### src/rtl/core/qsdf_pkg.sv
// Shared types and opcodes for the queue set-difference filter.
package qsdf_pkg;

    localparam int OPCODE_W = 2;
    localparam int VALUE_W  = 32;

    typedef logic [OPCODE_W-1:0]       t_opcode;
    typedef logic signed [VALUE_W-1:0] t_value;

    // Item opcodes
    localparam t_opcode OP_MAIN    = 2'd0;
    localparam t_opcode OP_REMOVAL = 2'd1;
    localparam t_opcode OP_RUN     = 2'd2;

endpackage

### src/rtl/core/qsdf_in_if.sv
// Input channel: opcode and value with valid/ready handshake.
interface qsdf_in_if import qsdf_pkg::*; ();
    logic    valid;
    logic    ready;
    t_opcode opcode;
    t_value  value;

    modport source (output valid, output opcode, output value, input ready);
    modport sink   (input valid, input opcode, input value, output ready);
endinterface

### src/rtl/core/qsdf_out_if.sv
// Result channel: kept value, last marker and overflow flag with valid/ready handshake.
interface qsdf_out_if import qsdf_pkg::*; ();
    logic   valid;
    logic   ready;
    t_value kept_value;
    logic   last;
    logic   overflow;

    modport source (output valid, output kept_value, output last, output overflow, input ready);
    modport sink   (input valid, input kept_value, input last, input overflow, output ready);
endinterface

### src/rtl/core/queue_set_difference_filter.sv
// Queue set-difference filter: main and removal queues, filtered on a run item.
// Append items are accepted while idle, and the block stays ready for the next item.
// A run compares each main entry against the removal entries in order up to the first
// match, then closes; one shared 32-bit comparator does every compare.
// A result leaves one element behind the scan, so last can be marked; output stalls hold the scan.
// Synchronous active-low reset empties both queues and clears the overflow flag.
module queue_set_difference_filter import qsdf_pkg::*; #(
    parameter int MAIN_DEPTH    = 32,
    parameter int REMOVAL_DEPTH = 32
) (
    input  logic             i_clk,
    input  logic             i_rst_n,
    qsdf_in_if.sink          i_in,
    qsdf_out_if.source       o_out
);

    localparam int MAIN_AW = (MAIN_DEPTH > 1) ? $clog2(MAIN_DEPTH) : 1;
    localparam int MAIN_CW = $clog2(MAIN_DEPTH + 1);
    localparam int REM_AW  = (REMOVAL_DEPTH > 1) ? $clog2(REMOVAL_DEPTH) : 1;
    localparam int REM_CW  = $clog2(REMOVAL_DEPTH + 1);

    localparam logic [1:0] S_IDLE  = 2'd0;
    localparam logic [1:0] S_SCAN  = 2'd1;
    localparam logic [1:0] S_FLUSH = 2'd2;

    logic [1:0]         r_state, n_state;
    logic [MAIN_AW-1:0] r_i, n_i;
    logic [REM_AW-1:0]  r_j, n_j;
    logic               r_pend_valid, n_pend_valid;
    t_value             r_pend_value, n_pend_value;
    logic               r_ovf, n_ovf;
    logic               r_out_valid;
    t_value             r_out_value;
    logic               r_out_last;
    logic               r_out_ovf;

    logic               accept;
    logic               push_main, push_rem;
    logic               q_clear;
    logic               load_out, load_last;
    logic               out_free;
    logic               hit, scan_end, kept;
    t_value             main_data, rem_data;
    logic [MAIN_CW-1:0] main_count;
    logic [REM_CW-1:0]  rem_count;
    logic               main_full, rem_full;

    assign i_in.ready = (r_state == S_IDLE);
    assign accept     = i_in.valid && i_in.ready;
    assign push_main  = accept && (i_in.opcode == OP_MAIN);
    assign push_rem   = accept && (i_in.opcode == OP_REMOVAL);
    assign out_free   = !r_out_valid || o_out.ready;

    qsdf_queue #(.DEPTH(MAIN_DEPTH)) u_main (
        .i_clk     (i_clk),
        .i_rst_n   (i_rst_n),
        .i_push    (push_main),
        .i_data    (i_in.value),
        .i_clear   (q_clear),
        .i_rd_addr (n_i),
        .o_rd_data (main_data),
        .o_count   (main_count),
        .o_full    (main_full)
    );

    qsdf_queue #(.DEPTH(REMOVAL_DEPTH)) u_removal (
        .i_clk     (i_clk),
        .i_rst_n   (i_rst_n),
        .i_push    (push_rem),
        .i_data    (i_in.value),
        .i_clear   (q_clear),
        .i_rd_addr (n_j),
        .o_rd_data (rem_data),
        .o_count   (rem_count),
        .o_full    (rem_full)
    );

    // Shared comparator: current main entry against current removal entry
    assign hit      = (rem_count != '0) && (main_data == rem_data);
    assign scan_end = hit || (rem_count == '0) || ((REM_CW'(r_j) + REM_CW'(1)) == rem_count);
    assign kept     = !hit;

    // Sequencer
    always_comb begin
        n_state      = r_state;
        n_i          = r_i;
        n_j          = r_j;
        n_pend_valid = r_pend_valid;
        n_pend_value = r_pend_value;
        n_ovf        = r_ovf;
        q_clear      = 1'b0;
        load_out     = 1'b0;
        load_last    = 1'b0;
        case (r_state)
            S_IDLE: begin
                if ((push_main && main_full) || (push_rem && rem_full)) begin
                    n_ovf = 1'b1;
                end
                if (accept && (i_in.opcode == OP_RUN)) begin
                    n_i          = '0;
                    n_j          = '0;
                    n_pend_valid = 1'b0;
                    n_state      = (main_count == '0) ? S_FLUSH : S_SCAN;
                end
            end
            S_SCAN: begin
                if (!scan_end) begin
                    n_j = r_j + REM_AW'(1);
                end else if (!(kept && r_pend_valid && !out_free)) begin
                    // entry decided: if kept, the older pending value goes out and this one waits
                    if (kept) begin
                        load_out     = r_pend_valid;
                        n_pend_valid = 1'b1;
                        n_pend_value = main_data;
                    end
                    n_j = '0;
                    if ((MAIN_CW'(r_i) + MAIN_CW'(1)) == main_count) begin
                        n_state = S_FLUSH;
                    end else begin
                        n_i = r_i + MAIN_AW'(1);
                    end
                end
            end
            S_FLUSH: begin
                if (!r_pend_valid || out_free) begin
                    load_out     = r_pend_valid;
                    load_last    = 1'b1;
                    n_pend_valid = 1'b0;
                    n_ovf        = 1'b0;
                    q_clear      = 1'b1;
                    n_state      = S_IDLE;
                end
            end
            default: begin
                n_state = S_IDLE;
            end
        endcase
    end

    // Control registers
    always_ff @(posedge i_clk) begin
        if (!i_rst_n) begin
            r_state      <= S_IDLE;
            r_i          <= '0;
            r_j          <= '0;
            r_pend_valid <= 1'b0;
            r_ovf        <= 1'b0;
        end else begin
            r_state      <= n_state;
            r_i          <= n_i;
            r_j          <= n_j;
            r_pend_valid <= n_pend_valid;
            r_ovf        <= n_ovf;
        end
    end

    // Pending kept value
    always_ff @(posedge i_clk) begin
        r_pend_value <= n_pend_value;
    end

    // Output register
    always_ff @(posedge i_clk) begin
        if (!i_rst_n) begin
            r_out_valid <= 1'b0;
        end else if (load_out) begin
            r_out_valid <= 1'b1;
        end else if (o_out.ready) begin
            r_out_valid <= 1'b0;
        end
    end

    always_ff @(posedge i_clk) begin
        if (load_out) begin
            r_out_value <= r_pend_value;
            r_out_last  <= load_last;
            r_out_ovf   <= r_ovf;
        end
    end

    assign o_out.valid      = r_out_valid;
    assign o_out.kept_value = r_out_value;
    assign o_out.last       = r_out_last;
    assign o_out.overflow   = r_out_ovf;

endmodule

### src/rtl/core/qsdf_queue.sv
// Append-only queue store with fill count and one registered read port.
module qsdf_queue import qsdf_pkg::*; #(
    parameter int DEPTH = 32,
    localparam int AW = (DEPTH > 1) ? $clog2(DEPTH) : 1,
    localparam int CW = $clog2(DEPTH + 1)
) (
    input  logic          i_clk,
    input  logic          i_rst_n,
    input  logic          i_push,
    input  t_value        i_data,
    input  logic          i_clear,
    input  logic [AW-1:0] i_rd_addr,
    output t_value        o_rd_data,
    output logic [CW-1:0] o_count,
    output logic          o_full
);

    t_value        r_mem [DEPTH];
    logic [CW-1:0] r_count;
    t_value        r_rd_data;

    assign o_full    = (r_count == CW'(DEPTH));
    assign o_count   = r_count;
    assign o_rd_data = r_rd_data;

    // Fill count: appends below full, run end empties the queue
    always_ff @(posedge i_clk) begin
        if (!i_rst_n) begin
            r_count <= '0;
        end else if (i_clear) begin
            r_count <= '0;
        end else if (i_push && !o_full) begin
            r_count <= r_count + CW'(1);
        end
    end

    // Storage: write at the tail, registered read
    always_ff @(posedge i_clk) begin
        if (i_push && !o_full) begin
            r_mem[r_count[AW-1:0]] <= i_data;
        end
        r_rd_data <= r_mem[i_rd_addr];
    end

endmodule

### src/flat_wrapper.sv
// flat-port wrapper written by rule: the top's interface ports become plain ports
module queue_set_difference_filter_flat import qsdf_pkg::*;
#(
    parameter int MAIN_DEPTH    = 32,
    parameter int REMOVAL_DEPTH = 32
)
  (i_clk, i_rst_n, i_in_valid, i_in_opcode, i_in_value, i_in_ready, o_out_valid, o_out_kept_value, o_out_last, o_out_overflow, o_out_ready);
  qsdf_in_if i_in_i ();
  qsdf_out_if o_out_i ();
  input  logic i_clk;
  input  logic i_rst_n;
  input wire logic [$bits(i_in_i.valid)-1:0] i_in_valid;
  input wire logic [$bits(i_in_i.opcode)-1:0] i_in_opcode;
  input wire logic [$bits(i_in_i.value)-1:0] i_in_value;
  output wire logic [$bits(i_in_i.ready)-1:0] i_in_ready;
  output wire logic [$bits(o_out_i.valid)-1:0] o_out_valid;
  output wire logic [$bits(o_out_i.kept_value)-1:0] o_out_kept_value;
  output wire logic [$bits(o_out_i.last)-1:0] o_out_last;
  output wire logic [$bits(o_out_i.overflow)-1:0] o_out_overflow;
  input wire logic [$bits(o_out_i.ready)-1:0] o_out_ready;
  assign i_in_i.valid = i_in_valid;
  assign i_in_i.opcode = i_in_opcode;
  assign i_in_i.value = i_in_value;
  assign i_in_ready = i_in_i.ready;
  assign o_out_valid = o_out_i.valid;
  assign o_out_kept_value = o_out_i.kept_value;
  assign o_out_last = o_out_i.last;
  assign o_out_overflow = o_out_i.overflow;
  assign o_out_i.ready = o_out_ready;
  queue_set_difference_filter #(.MAIN_DEPTH(MAIN_DEPTH), .REMOVAL_DEPTH(REMOVAL_DEPTH)) u_core (.i_clk(i_clk), .i_rst_n(i_rst_n), .i_in(i_in_i), .o_out(o_out_i));
endmodule
### config.mk
export PLATFORM = sky130hd
export DESIGN_NAME = queue_set_difference_filter_flat
export DESIGN_NICKNAME = d
export VERILOG_FILES = /design/src/rtl/core/qsdf_pkg.sv /design/src/rtl/core/qsdf_in_if.sv /design/src/rtl/core/qsdf_out_if.sv /design/src/rtl/core/queue_set_difference_filter.sv /design/src/rtl/core/qsdf_queue.sv /design/src/flat_wrapper.sv
export SDC_FILE = /design/constraint.sdc
export NUM_CORES = 2
export LEC_CHECK = 0
export ABC_AREA = 0
export BUFFER_PORTS_ARGS = -buffer_cell sky130_fd_sc_hd__buf_2
export CAP_MARGIN = 20
export CORE_MARGIN = 1.5
export CORE_UTILIZATION = 50
export CTS_CLUSTER_DIAMETER = 80
export DETAILED_ROUTE_END_ITERATION = 10
export MAX_ROUTING_LAYER = met4
export PLACE_DENSITY = 0.65
export SETUP_SLACK_MARGIN = 0.2
export SLEW_MARGIN = 20
export SYNTH_ARGS = -nofsm -noshare
export SYNTH_HDL_FRONTEND = slang
export SYNTH_SLANG_ARGS = --single-unit
export TNS_END_PERCENT = 10
### constraint.sdc
create_clock -name i_clk -period 5.08 [get_ports i_clk]
set_clock_uncertainty 0.1 [all_clocks]
set_input_delay 0 -clock i_clk [delete_from_list [all_inputs] [get_ports i_clk]]
set_output_delay 0 -clock i_clk [all_outputs]
set_load 0.005 [all_outputs]
After elaboration in Yosys (flattened, before gate mapping)
Memory sizes are Yosys's and may differ from the RTL's. A register that Yosys moved wholly into a read port is not among the register bits. Index checks and enable logic that the tools add are counted.

Bits in registers: 93. Bits in latches: 0. Memory bits (writable): 2048. Memory bits (read-only): 0. Output and inout port bits: 36. Logic and storage cells: 111. Memories: 2.

Memory list: u_core.u_main.r_mem (words 32, width 32, rd ports 1, clocked after Yosys merged registers in 1, write ports 1, line qsdf_queue.sv:18) `t_value r_mem [DEPTH];`; u_core.u_removal.r_mem (words 32, width 32, rd ports 1, clocked after Yosys merged registers in 1, write ports 1, line qsdf_queue.sv:18).

Add/sub/neg operators: 6. $mul: 0. Divide/modulo/power cells: 0. Order comparisons: 0. Eq/ne operators: 16. Shift operators: 0. Multiplexer cells: 37. Bitwise logic cells: 3. Reduce and logical (&&, ||, !) cells: 35.

Operators by type and width (count): $mux 5 (7); $eq 32x32->1 (1); $pmux 5 s2 (2); $mux 1 (18); $add 5x1->6 const B (2); $add 6x1->6 const B (2); $eq 6x6->1 (2); $eq 6x6->1 const B (2); $logic_not 6->1 (2); $mux 2 (6); $logic_and 1x1->1 (11); $add 5x1->5 const B (2); $ne 2x2->1 const B (4); $logic_not 1->1 (6); $ne 2x1->1 const B (3); $pmux 2 s3 (1); $reduce_and 6->1 (1); $reduce_bool 6->1 (1); $logic_or 1x1->1 (5); $reduce_and 5->1 (1); $eq 2x1->1 const B (2); $eq 2x2->1 const B (2); $logic_not 2->1 (2); $pmux 1 s2 (2); other kinds (7) (10).

Depth between registers and ports, before layout
Depth after elaboration: 9. Depth in mapped cells: 17.

Hierarchy
Synthesis repeated with hierarchy kept, for this count alone.

Cell total of the unflattened synthesis: 4888. Area total of the unflattened synthesis: 85421.9 um^2.

By module, submodules not included: qsdf_queue (times used 2, cells an instance 2299, area each 40834.2 um^2, seq. area each 31510.2 um^2); queue_set_difference_filter (times used 1, cells an instance 290, area each 3753.6 um^2, seq. area each 2282.2 um^2).

Worst setup path after synthesis
OpenSTA, ideal clock, no wires.

Kind: reg2out. From: reg u_core.r_state[0]. To: out i_in_ready. Data arrival time: 0.667 ns. Data required time: 4.980 ns. Setup slack: 4.313 ns. Cell stages (with the launch flop): 3. Path buffers: 0. Cell sequence: dfxtp_1 inv_1 ha_1.

Longest elaborated chain between the ends: 1.

Ends and longest elaborated chain: from (decl) (line queue_set_difference_filter.sv:26) `logic [1:0] r_state, n_state;`; from (signal assigned) (line queue_set_difference_filter.sv:149) `r_state <= n_state;`; $logic_not 2->1 (line queue_set_difference_filter.sv:48) `assign i_in.ready = (r_state == S_IDLE);`; to (decl) (line flat_wrapper.sv:15) `output wire logic [$bits(i_in_i.ready)-1:0] i_in_ready;`.

Every way passes these cells.

==> run summary <==
• **worst setup slack before clock tree synthesis** 257 ps
• **clock latency of the later-clocked register in the worst-skew pair** 870 ps
• **cell type contributing the most total cell area after synthesis** edfxtp_1
• **FF-to-FF setup slack** 240 ps
• **wire per inst** 27.1 µm
• **worst r2r dst** u_core.u_main.o_rd_data[2]$_DFF_P_
• **setup repair after global routing missed its margin** yes
• **area share of fa/ha/maj cells after synthesis** 0.207%
• **kind of critical path** reg -> reg
• **Max Root-Sink Buffers** 3
• **detailed-router iteration count before antenna repair** 5
• **Final Hold Vio Count** 0
• **most instantiated library cell after synthesis** edfxtp_1
• **crit path time final** 4840 ps
• **wire length of the first global-routing pass** 339 mm
• **Worst Path Buf+Inv** 6
• **post-synthesis instance area** 84,700 µm²
• **outcome** complete, no violations
• **basic-gate share of the synthesized area counting and, or, nand and nor cells** 12.2%
• **Die X-Extent** 415 µm
• **Final Max Tran Viols** 0
• **number of nets in the layout** 6,328
• **final core utilization** 58.7%
• **power density over the cells** 369 nW/µm²
• **overall via count from detail_route** 51,900
• **class of the tightest hold or removal check** in -> reg
• **post-synthesis mux area share** 3.05%
• **most used flip-flop cell after synthesis** edfxtp_1
• **origin of the critical flop-to-flop path** u_core.u_removal.o_rd_data[23]$_DFF_P_
• **height of the die** 415 µm
• **Hold Path End** u_core.u_removal.r_mem[0][7]$_DFFE_PP_
• **net count after synthesis** 5,920
• **count of cell types in the netlist** 86
• **dominant cell type by count on the critical path** buf_4
• **overall die area** 172,000 µm²
• **number of buffers created by CTS** 211
• **synthesized netlist cell count** 5,868
• **Peak Freq** 207 MHz
• **drt drc** 0
• **final-report setup violation count** 0
• **compound-gate portion of the synthesized area** 4.96%
• **sum of routed wire length over all layers** 235 mm
• **required time at the worst-slack endpoint** 5710 ps
• **Critical Path Sink Type** flip-flop
• **Met2 Wirelength** 113 mm
• **depth of the most critical reg-to-reg path** 17
• **most area-consuming cells after synthesis** edfxtp_1 (75%), nand2_1 (7.0%), mux2i_1 (3.0%), nand3_1 (2.4%), dfxtp_1 (2.2%)
• **maximum vdd ir drop** 364 µV
• **ranking of synthesized cells by instance count** edfxtp_1 (2,114), nand2_1 (1,580), nand3_1 (411), mux2i_1 (258), clkbuf_1 (193)
• **summed negative setup slack over all endpoints** 0 ps
• **via count normalized by instance count** 5.99
• **HPWL after DPL** 137 mm
• **total number of placement rows** 150
• **H-tree lvl count** 4
• **boundary pin count** 74
• **Worst slew margin** 30.8%
• **CP max stage delay** 530 ps
• **antenna violations before repair** 4
• **cell-by-cell trace of the critical path** xnor2_1 > nand4_1 > nor4_2 > buf_4 > nand3_1 > buf_4 > a211oi_1 > a311oi_1 > buf_4 > nand4_1 > buf_4 > buf_4 > o22ai_1 > a221oi_1 > buf_4 > nand4_1 > a221o_1
• **fin worst setup slack** 238 ps
• **start point of the worst min-delay path** i_in_valid
• **slowest CP cell** dfxtp_1
• **CTS tree** done
• **sum of routed wire segments on met1** 92.6 mm
• **final worst-path cycle share** 95.3%
• **number of sinks handled by clock tree synthesis** 2,205
• **Top Layer Used** met4
• **flip-flop and latch count after synthesis** 2,205
• **sum of met3 wire segment lengths after detailed routing** 20.9 mm
• **maximum number of pins on one net before global-route repair** 106
• **sequential cell area fraction in the yosys report** 77.1%
• **antenna-violating nets left** 0
• **post-synthesis share of cell area spent on xor and xnor gates** 0.566%
• **area added between synthesis and finish** 16.2%
• **max cap viols** 0
• **tightest hold margin** 168 ps
• **kind of cell with the highest combined delay on the critical path** simple AND/OR/NAND/NOR gates
• **average cell area after synthesis** 14.4 µm²
• **placed cell area** 91,200 µm²
• **initial standard-cell utilization of the core** 50.5%
• **postcts setup bufs** 0
• **clock slew seen by the registers of the worst setup and hold paths** 60 ps
• **Root Buffer Master** clkbuf_16
• **1st-iter DRT viols** 6,349
• **Max Fanout on Critical Path** 11
• **fraction of registers with async set/reset** 0%
• **transition time of the tightest slew-check pin** 1040 ps
• **worst endpoint data arrival time** 5470 ps
• **sort of element at the start of the critical path** flip-flop
• **cell count of the worst hold path** 4
• **number of synthesis warnings** 0
• **global router's overall resource usage** 27.8%
• **grt ovf** 0
• **Pleak** 33.4 nW
• **last weighted congestion value of the routability-driven placer** 0.876
• **largest family of logic cells by synthesized area** simple AND/OR/NAND/NOR gates
• **EDFF count, synth** 2,114
• **fraction of layout cells with a size suffix above 1** 14.3%
• **Core Area** 168,000 µm²
• **share of the synthesized area in the top cell type** 74.9%
• **via count of the first global-routing pass** 49,600
• **IO Port Bufs** 73
• **finished layout cell area** 98,500 µm²
==> flip-flops by register name (all words and copies together), names as in the netlist, 6 cells and up <==
| register | flops |
|---|---|
| u_core.u_removal.r_mem | 1024 |
| u_core.u_removal.o_rd_data | 32 |
| u_core.u_main.r_mem | 1024 |
| u_core.u_removal.o_count | 6 |
| u_core.u_main.o_rd_data | 32 |
| u_core.u_main.o_count | 6 |
| u_core.o_out.kept_value | 32 |
| u_core.r_pend_value | 32 |
==> worst max path at each step <==
| stage | startpoint | to | slack (ps) | cells after the start |
|---|---|---|---|---|
| after floorplan | u_core.r_state[0]$_SDFFE_PN0P_ | u_core.u_removal.r_mem[23][0]$_DFFE_PP_ | 330 | 8 |
| after global placement | u_core.u_removal.o_rd_data[26]$_DFF_P_ | u_core.u_main.o_rd_data[15]$_DFF_P_ | 290 | 15 |
| after detailed placement | u_core.r_j[1]$_SDFF_PN0_ | u_core.u_main.o_rd_data[15]$_DFF_P_ | 260 | 16 |
| after CTS | u_core.r_j[1]$_SDFF_PN0_ | u_core.u_main.o_rd_data[15]$_DFF_P_ | 230 | 16 |
| after global routing | u_core.u_removal.o_rd_data[23]$_DFF_P_ | u_core.u_main.o_rd_data[2]$_DFF_P_ | 120 | 17 |
| final | u_core.u_removal.o_rd_data[23]$_DFF_P_ | u_core.u_main.o_rd_data[2]$_DFF_P_ | 240 | 17 |
==> repair_timing <==
action                                  in CTS  in global routing
endpoints found under the setup margin       0                 12
hold buffers                                43                  0
gates resized for setup                      0                  5
endpoints found under the hold margin     2178                  0
==> stage by stage <==
stage,instances,power (mW)
after floorplan,5868,20.6
after global placement,8220,21.1
after detailed placement,8224,21.1
after CTS,8655,36.5
after global routing,8656,37.2
final,8657,36.3
==> layout make-up <==
| class | instances | area [µm²] |
|---|---|---|
| fillers | 12700 | 69300 |
| flip-flops and latches | 2205 | 65300 |
| multi-input cells | 3301 | 18500 |
| clock buffers | 293 | 5920 |
| repair buffers | 543 | 5020 |
| well taps | 2204 | 2760 |
| clock inverters | 95 | 916 |
| inverters | 14 | 52.6 |
| diodes | 2 | 5.00 |
==> cell families after synthesis <==
kind of cell,Yosys count
AOI/OAI and AO/OA,583
xor gates and xnor gates,53
adders and majority gates,14
buffers and inverters,362
and+or+nand+nor,2393
muxes,258
DFF,2205
==> cells in the final DEF, fill, tap and decap left out, drive strengths merged, types with 103 or more instances in the layout <==
cell type / synthesis / layout
nand3: 413 / 413
edfxtp: 2114 / 2114
a31oi: 128 / 128
clkbuf: 193 / 293
nand2: 1580 / 1580
nand4: 177 / 177
mux2i: 258 / 258
nor2: 103 / 103
buf: 155 / 500
a21oi: 106 / 106
==> routing by layer <==
layer / vias up / track usage (%)
met5: - / -
met1: 26100 / 36.9
met3: 428 / 4.63
met2: 2547 / 43.6
met4: 0 / 9.60
li1: 22900 / -
==> report_power, final <==
group | total [mW] | switching, mW | leakage (nW) | internal (mW)
registers | 20.0 | 0.0628 | 19.8 | 20.0
clock network | 15.5 | 6.66 | 3.36 | 8.88
logic | 0.757 | 0.567 | 10.3 | 0.190
total | 36.3 | 7.29 | 33.4 | 29.0
==> worst min-delay path, stage by stage <==
cell	delay [ps]
dlygate4sd3_1	540
buf_2	150
nand3_1	160
nor2_4	90
(Power assumes the default switching activity.)
